### src/design/wrs_pkg.sv
// Package for the word reversal stream block: word store size, derived widths,
// character codes and the sequencer state type. No dependencies.
package wrs_pkg;

  // Word store depth (1 to 63)
  localparam int unsigned WORD_MAX = 63;
  localparam int unsigned CNT_W    = $clog2(WORD_MAX + 1);
  localparam int unsigned ADDR_W   = (WORD_MAX > 1) ? $clog2(WORD_MAX) : 1;

  localparam logic [7:0] CHAR_SPACE = 8'h20;
  localparam logic [7:0] CHAR_NUL   = 8'h00;

  typedef enum logic {
    ST_IDLE,
    ST_FLUSH
  } state_e;

endpackage

### src/design/word_reverse_stream.sv
// Word reversal stream top level: word store memory, flush sequencer and
// output register. Depends on wrs_pkg.

// Reverses each word of a byte stream and keeps spaces in place. A word
// character is accepted every cycle while no flush runs and is only stored;
// it gives no result. A space, a NUL byte with a non-empty store, or a word
// character marked end_of_string starts a flush: the stored word comes out
// last character first at one result per cycle while the output side does
// not stall, paced by the single read port of the word store, followed by
// the space itself where one caused the flush. in_stall_o is held high until
// every stored character, and any such space, has been loaded for output.
// Characters beyond the store depth are dropped and word_overflow_o is set
// on every result of that flush. No clearing pass is needed after reset.
module word_reverse_stream (
  input  logic       clk_i,
  input  logic       rst_ni,
  input  logic       in_valid_i,
  output logic       in_stall_o,
  input  logic [7:0] char_in_i,
  input  logic       end_of_string_i,
  output logic       out_valid_o,
  input  logic       out_stall_i,
  output logic [7:0] char_out_o,
  output logic       run_last_o,
  output logic       string_done_o,
  output logic       word_overflow_o
);
  import wrs_pkg::*;

  localparam logic [CNT_W-1:0] CntMax = CNT_W'(WORD_MAX);
  localparam logic [CNT_W-1:0] CntOne = CNT_W'(1);

  state_e           state_q, state_d;
  logic [CNT_W-1:0] cnt_q, cnt_d;
  logic             ovf_q, ovf_d;
  logic             pend_space_q, pend_space_d;
  logic             last_q, last_d;
  logic             out_valid_q, out_valid_d;
  logic [7:0]       out_char_q;
  logic             out_run_last_q, out_done_q, out_ovf_q;

  logic [7:0]       word_mem [WORD_MAX];

  logic             in_accept;
  logic             is_space, is_nul, is_word;
  logic             push_en;
  logic             out_free;
  logic             load_mem, load_space;
  logic             load_run_last, load_done;
  logic [ADDR_W-1:0] rd_addr, wr_addr;
  logic [CNT_W-1:0] cnt_dec;

  assign in_accept = in_valid_i && !in_stall_o;
  assign in_stall_o = (state_q != ST_IDLE);
  assign is_space = (char_in_i == CHAR_SPACE);
  assign is_nul   = (char_in_i == CHAR_NUL);
  assign is_word  = !is_space && !is_nul;
  assign out_free = !out_valid_q || !out_stall_i;
  assign cnt_dec  = cnt_q - CntOne;
  assign rd_addr  = cnt_dec[ADDR_W-1:0];
  assign wr_addr  = cnt_q[ADDR_W-1:0];
  assign push_en  = in_accept && is_word && (cnt_q < CntMax);

  // Next state and control registers
  always_comb begin
    state_d      = state_q;
    cnt_d        = cnt_q;
    ovf_d        = ovf_q;
    pend_space_d = pend_space_q;
    last_d       = last_q;
    case (state_q)
      ST_IDLE: begin
        if (in_accept) begin
          last_d = end_of_string_i;
          if (is_space) begin
            pend_space_d = 1'b1;
            state_d      = ST_FLUSH;
          end else if (is_nul) begin
            pend_space_d = 1'b0;
            if (cnt_q != '0) begin
              state_d = ST_FLUSH;
            end else begin
              ovf_d = 1'b0;
            end
          end else begin
            pend_space_d = 1'b0;
            if (push_en) begin
              cnt_d = cnt_q + CntOne;
            end else begin
              ovf_d = 1'b1;
            end
            if (end_of_string_i) begin
              state_d = ST_FLUSH;
            end
          end
        end
      end
      ST_FLUSH: begin
        if (out_free) begin
          if (cnt_q != '0) begin
            cnt_d = cnt_dec;
            if (cnt_q == CntOne && !pend_space_q) begin
              ovf_d   = 1'b0;
              state_d = ST_IDLE;
            end
          end else begin
            ovf_d   = 1'b0;
            state_d = ST_IDLE;
          end
        end
      end
      default: begin
        state_d = ST_IDLE;
      end
    endcase
  end

  // Output register load controls
  always_comb begin
    load_mem      = 1'b0;
    load_space    = 1'b0;
    load_run_last = 1'b0;
    load_done     = 1'b0;
    case (state_q)
      ST_FLUSH: begin
        if (out_free) begin
          if (cnt_q != '0) begin
            load_mem      = 1'b1;
            load_run_last = (cnt_q == CntOne) && !pend_space_q;
            load_done     = (cnt_q == CntOne) && !pend_space_q;
          end else begin
            load_space    = 1'b1;
            load_run_last = 1'b1;
            load_done     = last_q;
          end
        end
      end
      default: begin
        load_mem   = 1'b0;
        load_space = 1'b0;
      end
    endcase
    out_valid_d = (load_mem || load_space) ? 1'b1 : (out_valid_q && out_stall_i);
  end

  // Control state
  always_ff @(posedge clk_i or negedge rst_ni) begin
    if (!rst_ni) begin
      state_q      <= ST_IDLE;
      cnt_q        <= '0;
      ovf_q        <= 1'b0;
      pend_space_q <= 1'b0;
      last_q       <= 1'b0;
      out_valid_q  <= 1'b0;
    end else begin
      state_q      <= state_d;
      cnt_q        <= cnt_d;
      ovf_q        <= ovf_d;
      pend_space_q <= pend_space_d;
      last_q       <= last_d;
      out_valid_q  <= out_valid_d;
    end
  end

  // Word store write port
  always_ff @(posedge clk_i) begin
    if (push_en) begin
      word_mem[wr_addr] <= char_in_i;
    end
  end

  // Registered read straight into the output register
  always_ff @(posedge clk_i) begin
    if (load_mem) begin
      out_char_q <= word_mem[rd_addr];
    end else if (load_space) begin
      out_char_q <= CHAR_SPACE;
    end
    if (load_mem || load_space) begin
      out_run_last_q <= load_run_last;
      out_done_q     <= load_done;
      out_ovf_q      <= ovf_q;
    end
  end

  assign out_valid_o     = out_valid_q;
  assign char_out_o      = out_char_q;
  assign run_last_o      = out_run_last_q;
  assign string_done_o   = out_done_q;
  assign word_overflow_o = out_ovf_q;

  // Checks
  a_cnt_bound: assert property (@(posedge clk_i) disable iff (!rst_ni)
    cnt_q <= CntMax)
    else $error("word count beyond store depth");

  // While collecting, the overflow flag only rises on a full store
  a_ovf_full: assert property (@(posedge clk_i) disable iff (!rst_ni)
    (ovf_q && state_q == ST_IDLE) |-> (cnt_q == CntMax))
    else $error("overflow flag set with store not full");

  a_flush_empty: assert property (@(posedge clk_i) disable iff (!rst_ni)
    (state_q == ST_FLUSH && cnt_q == '0) |-> pend_space_q)
    else $error("flush with empty store and no pending space");

  a_space_ends: assert property (@(posedge clk_i) disable iff (!rst_ni)
    (state_q == ST_FLUSH && cnt_q == '0 && out_free) |=>
      (state_q == ST_IDLE && out_valid_q && out_char_q == CHAR_SPACE && !ovf_q))
    else $error("pending space not delivered at end of flush");

endmodule
### config.mk
export PLATFORM = sky130hd
export DESIGN_NAME = word_reverse_stream
export DESIGN_NICKNAME = d
export VERILOG_FILES = /design/src/design/wrs_pkg.sv /design/src/design/word_reverse_stream.sv
export SDC_FILE = /design/constraint.sdc
export NUM_CORES = 1
export LEC_CHECK = 0
export ABC_AREA = 1
export BUFFER_PORTS_ARGS = -buffer_cell sky130_fd_sc_hd__buf_2
export CORE_ASPECT_RATIO = 1.25
export CORE_MARGIN = 8
export CORE_UTILIZATION = 25
export CTS_CLUSTER_SIZE = 20
export DETAILED_ROUTE_END_ITERATION = 7
export PLACE_DENSITY = 0.48
export SLEW_MARGIN = 20
export SYNTH_ARGS = -nofsm -noshare
export SYNTH_HDL_FRONTEND = slang
export SYNTH_SLANG_ARGS = --single-unit
### constraint.sdc
create_clock -name clk_i -period 5.82 [get_ports clk_i]
set_clock_uncertainty 0.2 [all_clocks]
set_input_delay 0.582 -clock clk_i [delete_from_list [all_inputs] [get_ports clk_i]]
set_output_delay 0.582 -clock clk_i [all_outputs]
set_load 0.01 [all_outputs]
==> results of run 1 <==
worst max-delay path, cell delays in order (launching register included):
cell	delay [ps]
dfrtp_4	680
inv_8	280
ha_4	850
inv_4	440
buf_12	330
nand2_1	110
nand3_1	80
nand3_1	210
nand3_1	210
nand3_1	130
a21oi_1	70
placed cells by master (no fill, tap or decap), drive strengths merged:
master       count
a21oi            9
a22oi            2
buf             46
bufinv           4
clkbuf          64
clkinv          28
clkinvlp         1
dfrtp           11
diode            1
dlygate4sd3      2
edfxtp         515
ha               4
inv            238
mux2             1
nand2          719
nand3          367
nand3b           1
nand4            1
nor2           122
nor3            10
o211ai           4
o21a             1
o21ai           39
xor2             3
registers in the layout, summed over array words and instances (netlist names):
register / cells
word_mem: 504
char_out_o: 8
cnt_q: 6
in_stall_o: 1
last_q: 1
out_valid_o: 1
ovf_q: 1
pend_space_q: 1
run_last_o: 1
string_done_o: 1
word_overflow_o: 1
per-stage QoR:
step                instances  power, mW  hold WS (ps)
global placement         3280      9.748         276.3
floorplan                2156      8.008         86.41
global route             3379      13.74         37.99
CTS                      3379      13.10         24.21
finish                   3380      12.94         57.28
detailed placement       3280      9.777         275.5
power breakdown:
part           internal (mW)  switching, mW  total [mW]
clock network           1.89           1.42        3.31
registers               4.30          0.152        4.46
logic                   1.39           3.79        5.18
metal layers:
| layer | part of all wire, % | vias up | global-route usage [%] |
|---|---|---|---|
| met5 | 0 | - | 0 |
| met4 | 2.4 | 0 | 3.309 |
| met3 | 4.0 | 87 | 1.475 |
| met2 | 52 | 322 | 22.00 |
| met1 | 42 | 7273 | 14.77 |
| li1 | - | 7162 | - |
layout make-up:
class                      count  area, µm²
clock inverter                33      254.0
antenna                        1      2.502
sequential                   526      15740
timing repair buffer          48      315.3
tap                         1187       1485
inverter                     238      908.4
clock buffer                  64       1410
fill                        9374      64240
multi-input combinational   1283       5522
cells by family (layout without fill, tap and decap cells):
kind of cell               after synthesis  after routing  share of synthesized area [%]
and+or+nand+nor                       1220           1220                          22.45
DFF                                    526            526                          69.46
buffers and inverters                  347            383                          6.278
AOI/OAI and AO/OA                       55             55                          1.342
adders and majority gates                4              4                         0.2209
xor gates and xnor gates                 3              3                         0.1988
muxes                                    1              1                        0.04969
other                                    0              1                              0
worst paths after layout:
| kind | from | endpoint | cells past startpoint |
|---|---|---|---|
| min in group asynchronous | rst_ni | out_valid_o$_DFF_PN0_ | 2 |
| min | end_of_string_i | last_q$_DFFE_PN0P_ | 2 |
| max in group asynchronous | rst_ni | cnt_q[0]$_DFFE_PN0P_ | 2 |
| min reg2reg | ovf_q$_DFFE_PN0P_ | word_overflow_o$_DFFE_PP_ | 0 |
| max | cnt_q[0]$_DFFE_PN0P_ | char_out_o[4]$_SDFFCE_PN0P_ | 10 |
| max reg2reg | cnt_q[0]$_DFFE_PN0P_ | char_out_o[4]$_SDFFCE_PN0P_ | 10 |
==> summary.md, run 1 <==
| Metric | Value |
|---|---|
| Area after DPL | 23950 µm² |
| Endpoints failing hold | 0 |
| Post-DP HPWL | 37640 µm |
| CTS tree | built |
| Worst R2R Setup Slack | 1790 ps |
| Drc violations | 0 |
| Initial core utilization | 25.21% |
| Clock Path Buffers | 3 |
| Hold Path Class | input port to flip-flop |
| Worst slack, placed | 1807 ps |
| Width of the die | 285.3 µm |
| Worst skew pair latency | 600 ps |
| Largest net degree at the start of global routing | 88 |
| Crit path kind | flip-flop to flip-flop |
| Finished Core Util | 28.53% |
| Top post-synthesis cells by area | edfxtp_1 (68%), nand2_1 (12%), nand3_1 (8.1%), inv_1 (3.7%), nor2_1 (2.0%) |
| Reg clk slew, reported paths | 60 ps |
| Unique masters post-synth | 30 |
| Syn avg cell area | 10.51 µm² |
| Synthesized net count | 2173 |
| GPL Wtd Cong | 0.8376 |
| Max Transition Viols Final | 0 |
| Total of warnings raised by yosys | 0 |
| Clock sinks | 526 |
| Post-synth top cells | nand2_1 (714), edfxtp_1 (515), nand3_1 (367) |
| DRT Pass-1 Iters | 5 |
| Total power per unit cell area | 504.8 nW/µm² |
| Cell taking the most area after synthesis | edfxtp_1 |
| Post-Synthesis Cells | 2156 |
| Number of synthesized flops with an enable pin | 515 |
| Post-synthesis async set-or-reset flop share | 2.091% |
| DIE AREA | 100600 µm² |
| Inserted Clock Buffers | 53 |
| Core Region | 89880 µm² |
| Critical Path AT | 4160 ps |
| Most used DFF post-synth | edfxtp_1 |
| Vias in the first global route | 15071 |
| Required @ worst endpoint | 5950 ps |
| Initial antenna violation count | 2 |
| Worst setup EP type | flip-flop |
| Clk Tree Root Cell | clkbuf_16 |
| Site Rows | 123 |
| Resize count post-CTS | 0 |
| Grt ovf | 0 |
| Seq/Total Area, Yosys | 69.46% |
| Max VDD drop | 0.3251 mV |
| Yosys top cell area share | 68.25% |
| Minimum clock period | 4029 ps |
| Worst setup SP type | flip-flop |
| Status | completed |
| Slew @ Worst Pin | 992.5 ps |
| Final setup margin | 1791 ps |
| Synthesis-to-finish area growth | 13.16% |
| H-tree lvl count | 2 |
| Total leakage power | 9.841 nW |
| Crit Path Max Fanout | 84 |
| Vias/cell | 4.392 |
| Via count | 14844 |
| Io pins | 26 |
| Tcrit/Tclk final | 69.22% |
| Drt wl/cell | 18.35 µm |
| DR iter-0 viols | 1190 |
| #FFs+latches synth | 526 |
| Synthesized cell area | 22660 µm² |
| Hold Buf Count CTS | 2 |
| Share of cells above drive strength 1 | 6.752% |
| IO buf count | 25 |
| Setup TNS | 0 ps |
| Finished Cell Area | 25640 µm² |
| Final setup viols | 0 |
| Post-CTS Setup Inserts | 0 |
| RSZ-0062 raised after global routing | false |
| Routed Antenna Nets | 0 |
| Upper clock frequency limit | 248.2 MHz |
| Nets | 2167 |
| Relative slew slack | 33.83% |
| Routed wire length | 62040 µm |
| Die Y | 352.6 µm |
| GRT Util Overall | 12.05% |
| Most numerous cell in the Yosys netlist | nand2_1 |
| Max Cap Viol | 0 |
| First-pass GRT wire length | 93890 µm |
Note: power is estimated with default switching activity, not from simulation.
==> run 2, diff against run 1 <==
--- a/config.mk
+++ b/config.mk
@@ -12,7 +12,7 @@
 export CORE_UTILIZATION = 25
 export CTS_CLUSTER_SIZE = 20
 export DETAILED_ROUTE_END_ITERATION = 7
-export PLACE_DENSITY = 0.48
+export PLACE_DENSITY = 0.5
 export SLEW_MARGIN = 20
 export SYNTH_ARGS = -nofsm -noshare
 export SYNTH_HDL_FRONTEND = slang
==> constraint.sdc (replaced) <==
create_clock -name clk_i -period 3.6 [get_ports clk_i]
set_clock_uncertainty 0.2 [all_clocks]
set_input_delay 0.36 -clock clk_i [delete_from_list [all_inputs] [get_ports clk_i]]
set_output_delay 0.36 -clock clk_i [all_outputs]
set_load 0.01 [all_outputs]
==> summary.md, run 2 (same netlist as run 1, synthesis figures left out) <==
| Metric | Value |
|---|---|
| Total leakage power | 9.933 nW (+0.94%) |
| Hold depth | 5 (+3) |
| Multi-input gate area | 5512 µm² (-0.18%) |
| Hold wc startpoint | char_in_i[5] |
| Relative slew slack | 34.76% (+0.92 points) |
| Routed wire length | 64130 µm (+3.4%) |
| Slowest-stage cell, CP | buf_4 |
| Max Cap Viol | 0 (unchanged) |
| Post-CTS Setup Inserts | 0 (unchanged) |
| GRT Util Overall | 12.52% (+0.47 points) |
| Crit Path Max Fanout | 65 (-23%) |
| Reg clk slew, reported paths | 70 ps (about the same) |
| Critical path buffers and inverters | 2 (-1) |
| Commonest non-fill, non-tap cell in the layout | nand2_1 |
| Inserted Clock Buffers | 51 (-3.8%) |
| RR Startpoint | cnt_q[0]$_DFFE_PN0P_ |
| Worst R2R Path Depth | 10 (unchanged) |
| Clock sinks | 526 (unchanged) |
| Max Transition Viols Final | 0 (unchanged) |
| DR iter-0 viols | 1164 (-2.2%) |
| Worst skew pair latency | 590 ps (about the same) |
| Share of cells above drive strength 1 | 7.356% (+0.60 points) |
| H-tree lvl count | 2 (unchanged) |
| Status | completed |
| Worst setup SP type | flip-flop |
| Drc violations | 0 (unchanged) |
| Drt wl/cell | 18.84 µm (+2.7%) |
| RSZ-0062 raised after global routing | false |
| Core Region | 89880 µm² (unchanged) |
| Via count | 15026 (+1.2%) |
| GPL Wtd Cong | 0.8836 (+5.5%) |
| IO buf count | 25 (unchanged) |
| Width of the die | 285.3 µm (unchanged) |
| Finished Cell Area | 25820 µm² (+0.69%) |
| Final setup viols | 0 (unchanged) |
| Initial antenna violation count | 3 (+1) |
| Initial core utilization | 25.21% (unchanged) |
| Tot Pwr | 21.07 mW (+63%) |
| Site Rows | 123 (unchanged) |
| Die Y | 352.6 µm (unchanged) |
| Most frequent cells in the layout | nand2_1 (713), edfxtp_1 (515), nand3_1 (367) |
| Tcrit/Tclk final | 88.56% (+19 points) |
| Critical Path AT | 3330 ps (-830 ps) |
| Crit path kind | flip-flop to flip-flop |
| Critical path's top delay family | simple AND/OR/NAND/NOR gates |
| Grt ovf | 0 (unchanged) |
| Area after DPL | 24160 µm² (+0.87%) |
| Vias/cell | 4.416 (+0.54%) |
| DRT Pass-1 Iters | 5 (unchanged) |
| Nets | 2193 (+1.2%) |
| Required @ worst endpoint | 3740 ps (-2210 ps) |
| Worst R2R Setup Slack | 410 ps (-1380 ps) |
| Largest net degree at the start of global routing | 146 (+66%) |
| Hold Buf Count CTS | 8 (+6) |
| First-pass GRT wire length | 97150 µm (+3.5%) |
| Worst setup EP type | flip-flop |
| Hold Path Class | input port to flip-flop |
| Max reg flops | 504 (unchanged) |
| DIE AREA | 100600 µm² (unchanged) |
| Post-DP HPWL | 40380 µm (+7.3%) |
| Endpoints failing hold | 0 (unchanged) |
| Vias in the first global route | 15159 (+0.58%) |
| Total power per unit cell area | 815.9 nW/µm² (+62%) |
| Upper clock frequency limit | 313.7 MHz (+26%) |
| Sequential Area | 15740 µm² (unchanged) |
| Max VDD drop | 0.9725 mV (+200%) |
| Io pins | 26 (unchanged) |
| Slew @ Worst Pin | 975.1 ps (-17.43 ps) |
| Clock Path Buffers | 3 (unchanged) |
| Fill cells | 9308 (-0.70%) |
| N_diodes | 0 (-1) |
| Largest register by flop count | word_mem |
| CTS tree | built |
| Worst path cell trace | inv_6, ha_1, nand2_1, nand2_2, buf_4, nand3_1, nand3_1, nand3_1, nand3_1, a21oi_1 |
| Routed Antenna Nets | 0 (unchanged) |
| Synthesis-to-finish area growth | 13.94% |
| Clk Tree Root Cell | clkbuf_16 |
| FF-to-FF End | char_out_o[4]$_SDFFCE_PN0P_ |
| Setup TNS | 0 ps (unchanged) |
| Resize count post-CTS | 0 (unchanged) |
| Minimum clock period | 3188 ps (-840.8 ps) |
| Worst path most repeated cell | nand3_1 |
| Hold path endpoint | ovf_q$_DFFE_PN0P_ |
| CP peak stage delay | 600 ps (-250 ps) |
run 2: changes by cell type in the layout (fill, tap and decap cells not counted), moves of 2 or more:
cell           change
nor3_1             +2
buf_12             +4
clkbuf_1           +4
inv_6              +3
dlygate4sd3_1      +6
clkbuf_16          -3
clkinv_2           -5
clkinv_1           -3
nor3_2             -2
buf_4             +17
run 2: cell type report:
type,instances,share of cell area [%]
clock inverter,28,0.8917
multi-input combinational,1283,21.35
tap,1187,5.752
inverter,238,3.499
clock buffer,65,5.229
sequential,526,60.98
timing repair buffer,76,2.302
run 2: tightest hold or removal path, stage by stage:
cell	delay, ps
buf_2	130
nor3_1	100
inv_1	80
nand2_1	40
o21ai_0	140
run 2: metrics by stage:
step	utilization (%)	cells	hold WS, ps	worst slack [ps]
finish	28.73	3403	106.6	411.9
global route	28.73	3403	138.3	282.5
CTS	28.73	3403	84.06	472.1
detailed placement	26.88	3302	58.58	477.6
global placement	26.88	3302	58.16	466.6
floorplan	-	2156	-135.6	1050
run 2: worst max-delay path by stage:
stage,cells past startpoint,endpoint,slack (ps),startpoint
final,10,char_out_o[4]$_SDFFCE_PN0P_,410,cnt_q[0]$_DFFE_PN0P_
after global routing,10,char_out_o[0]$_SDFFCE_PN0P_,280,cnt_q[0]$_DFFE_PN0P_
after CTS,12,char_out_o[4]$_SDFFCE_PN0P_,470,cnt_q[0]$_DFFE_PN0P_
after detailed placement,12,char_out_o[4]$_SDFFCE_PN0P_,480,cnt_q[0]$_DFFE_PN0P_
after global placement,12,char_out_o[1]$_SDFFCE_PN0P_,470,cnt_q[0]$_DFFE_PN0P_
after floorplan,14,char_out_o[5]$_SDFFCE_PN1P_,1050,cnt_q[0]$_DFFE_PN0P_
run 2: where the power goes:
| part | switching, mW | total (mW) | internal, mW | leakage, nW |
|---|---|---|---|---|
| Combinational | 6.33 | 8.72 | 2.40 | 4.40 |
| Clock | 2.31 | 5.19 | 2.87 | 0.772 |
| Sequential | 0.197 | 7.16 | 6.96 | 4.76 |
| Total | 8.84 | 21.1 | 12.2 | 9.93 |
run 2: per-layer routing:
| metal | track usage [%] | vias up | wire (µm) |
|---|---|---|---|
| met5 | 0 | - | 0 |
| met4 | 4.716 | 0 | 2305 |
| met3 | 1.694 | 105 | 2779 |
| met2 | 22.53 | 360 | 33120 |
| met1 | 15.02 | 7369 | 25920 |
| li1 | - | 7192 | - |
==> run 3, diff against run 2 <==
==> constraint.sdc (replaced) <==
create_clock -name clk_i -period 2.65 [get_ports clk_i]
set_clock_uncertainty 0.2 [all_clocks]
set_input_delay 0.265 -clock clk_i [delete_from_list [all_inputs] [get_ports clk_i]]
set_output_delay 0.265 -clock clk_i [all_outputs]
set_load 0.01 [all_outputs]
==> summary.md, run 3 (same netlist as run 1, synthesis figures left out) <==
| Metric | Value |
|---|---|
| N_diodes | 0 (unchanged) |
| Slew @ Worst Pin | 939.2 ps (-35.80 ps) |
| Io pins | 26 (unchanged) |
| Max Transition Viols Final | 0 (unchanged) |
| Core Region | 89880 µm² (unchanged) |
| Reg clk slew, reported paths | 70 ps (about the same) |
| Routed wire length | 67310 µm (+5.0%) |
| Most frequent cells in the layout | nand2_1 (712), edfxtp_1 (515), nand3_1 (350) |
| GRT Util Overall | 12.69% (+0.17 points) |
| Hold Path Class | input port to flip-flop |
| Initial core utilization | 25.21% (unchanged) |
| Hold path endpoint | word_mem[13][5]$_DFFE_PP_ |
| Tot Pwr | 32.26 mW (+53%) |
| Minimum clock period | 2664 ps (-524.4 ps) |
| Max reg flops | 504 (unchanged) |
| Met1 Routed Length | 27200 µm (+4.9%) |
| Status | complete, but fails checks |
| H-tree lvl count | 2 (unchanged) |
| Max Used Layer | met4 |
| WL met2 | 34380 µm (+3.8%) |
| Total leakage power | 10.60 nW (+6.7%) |
| CTS tree | built |
| Hold wc startpoint | char_in_i[5] |
| Crit Path Max Fanout | 15 (-77%) |
| Worst skew pair latency | 590 ps (about the same) |
| Via count | 15508 (+3.2%) |
| Initial antenna violation count | 3 (unchanged) |
| Worst slack, placed | -294.0 ps (-771.6 ps) |
| Post-DP HPWL | 39740 µm (-1.6%) |
| Crit path kind | flip-flop to flip-flop |
| Clk Tree Root Cell | clkbuf_16 |
| Inserted Clock Buffers | 49 (-3.9%) |
| Relative slew slack | 37.38% (+2.6 points) |
| Failing checks | negative setup slack |
| FF-to-FF End | char_out_o[2]$_SDFFCE_PN0P_ |
| Routed Antenna Nets | 0 (unchanged) |
| GPL Wtd Cong | 0.8276 (-6.3%) |
| Total power per unit cell area | 1179 nW/µm² (+45%) |
| Site Rows | 123 (unchanged) |
| Upper clock frequency limit | 375.4 MHz (+20%) |
| Nets | 2259 (+3.0%) |
| Finished Core Util | 30.44% (+1.7 points) |
| RSZ-0062 raised after global routing | true |
| Grt ovf | 0 (unchanged) |
| Endpoints failing hold | 0 (unchanged) |
| Drc violations | 0 (unchanged) |
| RR Startpoint | cnt_q[0]$_DFFE_PN0P_ |
| Vias/cell | 4.469 (+1.2%) |
| Worst setup SP type | flip-flop |
| DR iter-0 viols | 1457 (+25%) |
| Max VDD drop | 0.7024 mV (-28%) |
| Share of cells above drive strength 1 | 13.45% (+6.1 points) |
| Clock sinks | 526 (unchanged) |
| Commonest non-fill, non-tap cell in the layout | nand2_1 |
| Width of the die | 285.3 µm (unchanged) |
| Worst R2R Setup Slack | -10 ps (-430 ps) |
| Max Cap Viol | 0 (unchanged) |
| First-pass GRT wire length | 98410 µm (+1.3%) |
| Synthesis-to-finish area growth | 20.73% |
| Vias in the first global route | 15675 (+3.4%) |
| DIE AREA | 100600 µm² (unchanged) |
| Required @ worst endpoint | 2770 ps (-970 ps) |
| Final setup viols | 2 (+2) |
| Worst setup EP type | flip-flop |
| Fill cells | 9245 (-0.68%) |
| IO buf count | 25 (unchanged) |
| DR WL met3 | 3345 µm (+20%) |
| Largest net degree at the start of global routing | 146 (unchanged) |
| Critical Path AT | 2790 ps (-540 ps) |
| Setup TNS | -14.37 ps (-14.37 ps) |
| Hold WS | 121.6 ps (+14.98 ps) |
| Crit path launch | cnt_q[0]$_DFFE_PN0P_ |
| Final setup margin | -13.67 ps (-425.6 ps) |
| Tcrit/Tclk final | 100.5% (+12 points) |
| Worst R2R Path Depth | 11 (+1) |
| Largest register by flop count | word_mem |
| Clock Path Buffers | 3 (unchanged) |
| Die Y | 352.6 µm (unchanged) |
| DRT Pass-1 Iters | 5 (unchanged) |
| Drt wl/cell | 19.40 µm (+2.9%) |
| Hold depth | 2 (-3) |
-- run 3: layout make-up --
type	instances	area, µm²	share of cell area, %
sequential	526	15740	57.55
multi-input combinational	1283	5854	21.40
timing repair buffer	144	1504	5.497
tap	1187	1485	5.429
clock buffer	58	1303	4.761
inverter	238	934.6	3.416
clock inverter	34	533.0	1.948
-- run 3: metrics by stage --
stage               area, µm²  cells
floorplan               22660   2156
global placement        24680   3352
detailed placement      24680   3352
CTS                     26980   3457
global route            27360   3470
finish                  27360   3470
-- run 3: critical path, stage by stage (launching register included) --
cell       delay, ps
dfrtp_4          420
buf_6            170
clkinv_8         110
ha_4             390
inv_8             90
bufbuf_16        310
nand2_1           80
nand3_1          110
nand3_1          170
nand3_1          160
nand3_1          110
a21oi_1           60
-- run 3: worst max path at each step --
| stage | cells past startpoint | slack, ps | end |
|---|---|---|---|
| 6_report | 11 | -10 | char_out_o[2]$_SDFFCE_PN0P_ |
| 5_1_grt | 9 | -150 | word_mem[48][5]$_DFFE_PP_ |
| 4_1_cts | 9 | -3 | word_mem[48][5]$_DFFE_PP_ |
| 3_5_place_dp | 13 | -290 | word_mem[38][1]$_DFFE_PP_ |
| 3_3_place_gp | 9 | -270 | word_mem[6][6]$_DFFE_PP_ |
| 2_1_floorplan | 14 | 100 | char_out_o[5]$_SDFFCE_PN1P_ |
-- run 3: metal layers --
metal / global-route usage, % / up-vias
met3: 1.772 / 125
met1: 15.35 / 7589
met2: 22.57 / 450
met4: 4.989 / 0
li1: - / 7344
met5: 0 / -
-- run 3: what timing repair did --
action                                  4_1_cts  5_1_grt
endpoints found under the hold margin        36        0
cloned                                        5        4
pin swaps                                     0        1
resized for setup                            71       48
buffers inserted                              0        9
hold buffers                                  8        0
endpoints found under the setup margin      378      301
-- run 3: power breakdown --
group	leakage, nW	switching (mW)	internal [mW]	total (mW)
registers	4.76	0.151	9.45	9.60
clock network	0.879	3.16	4.89	8.05
logic	4.95	9.80	4.81	14.6
total	10.6	13.1	19.2	32.3
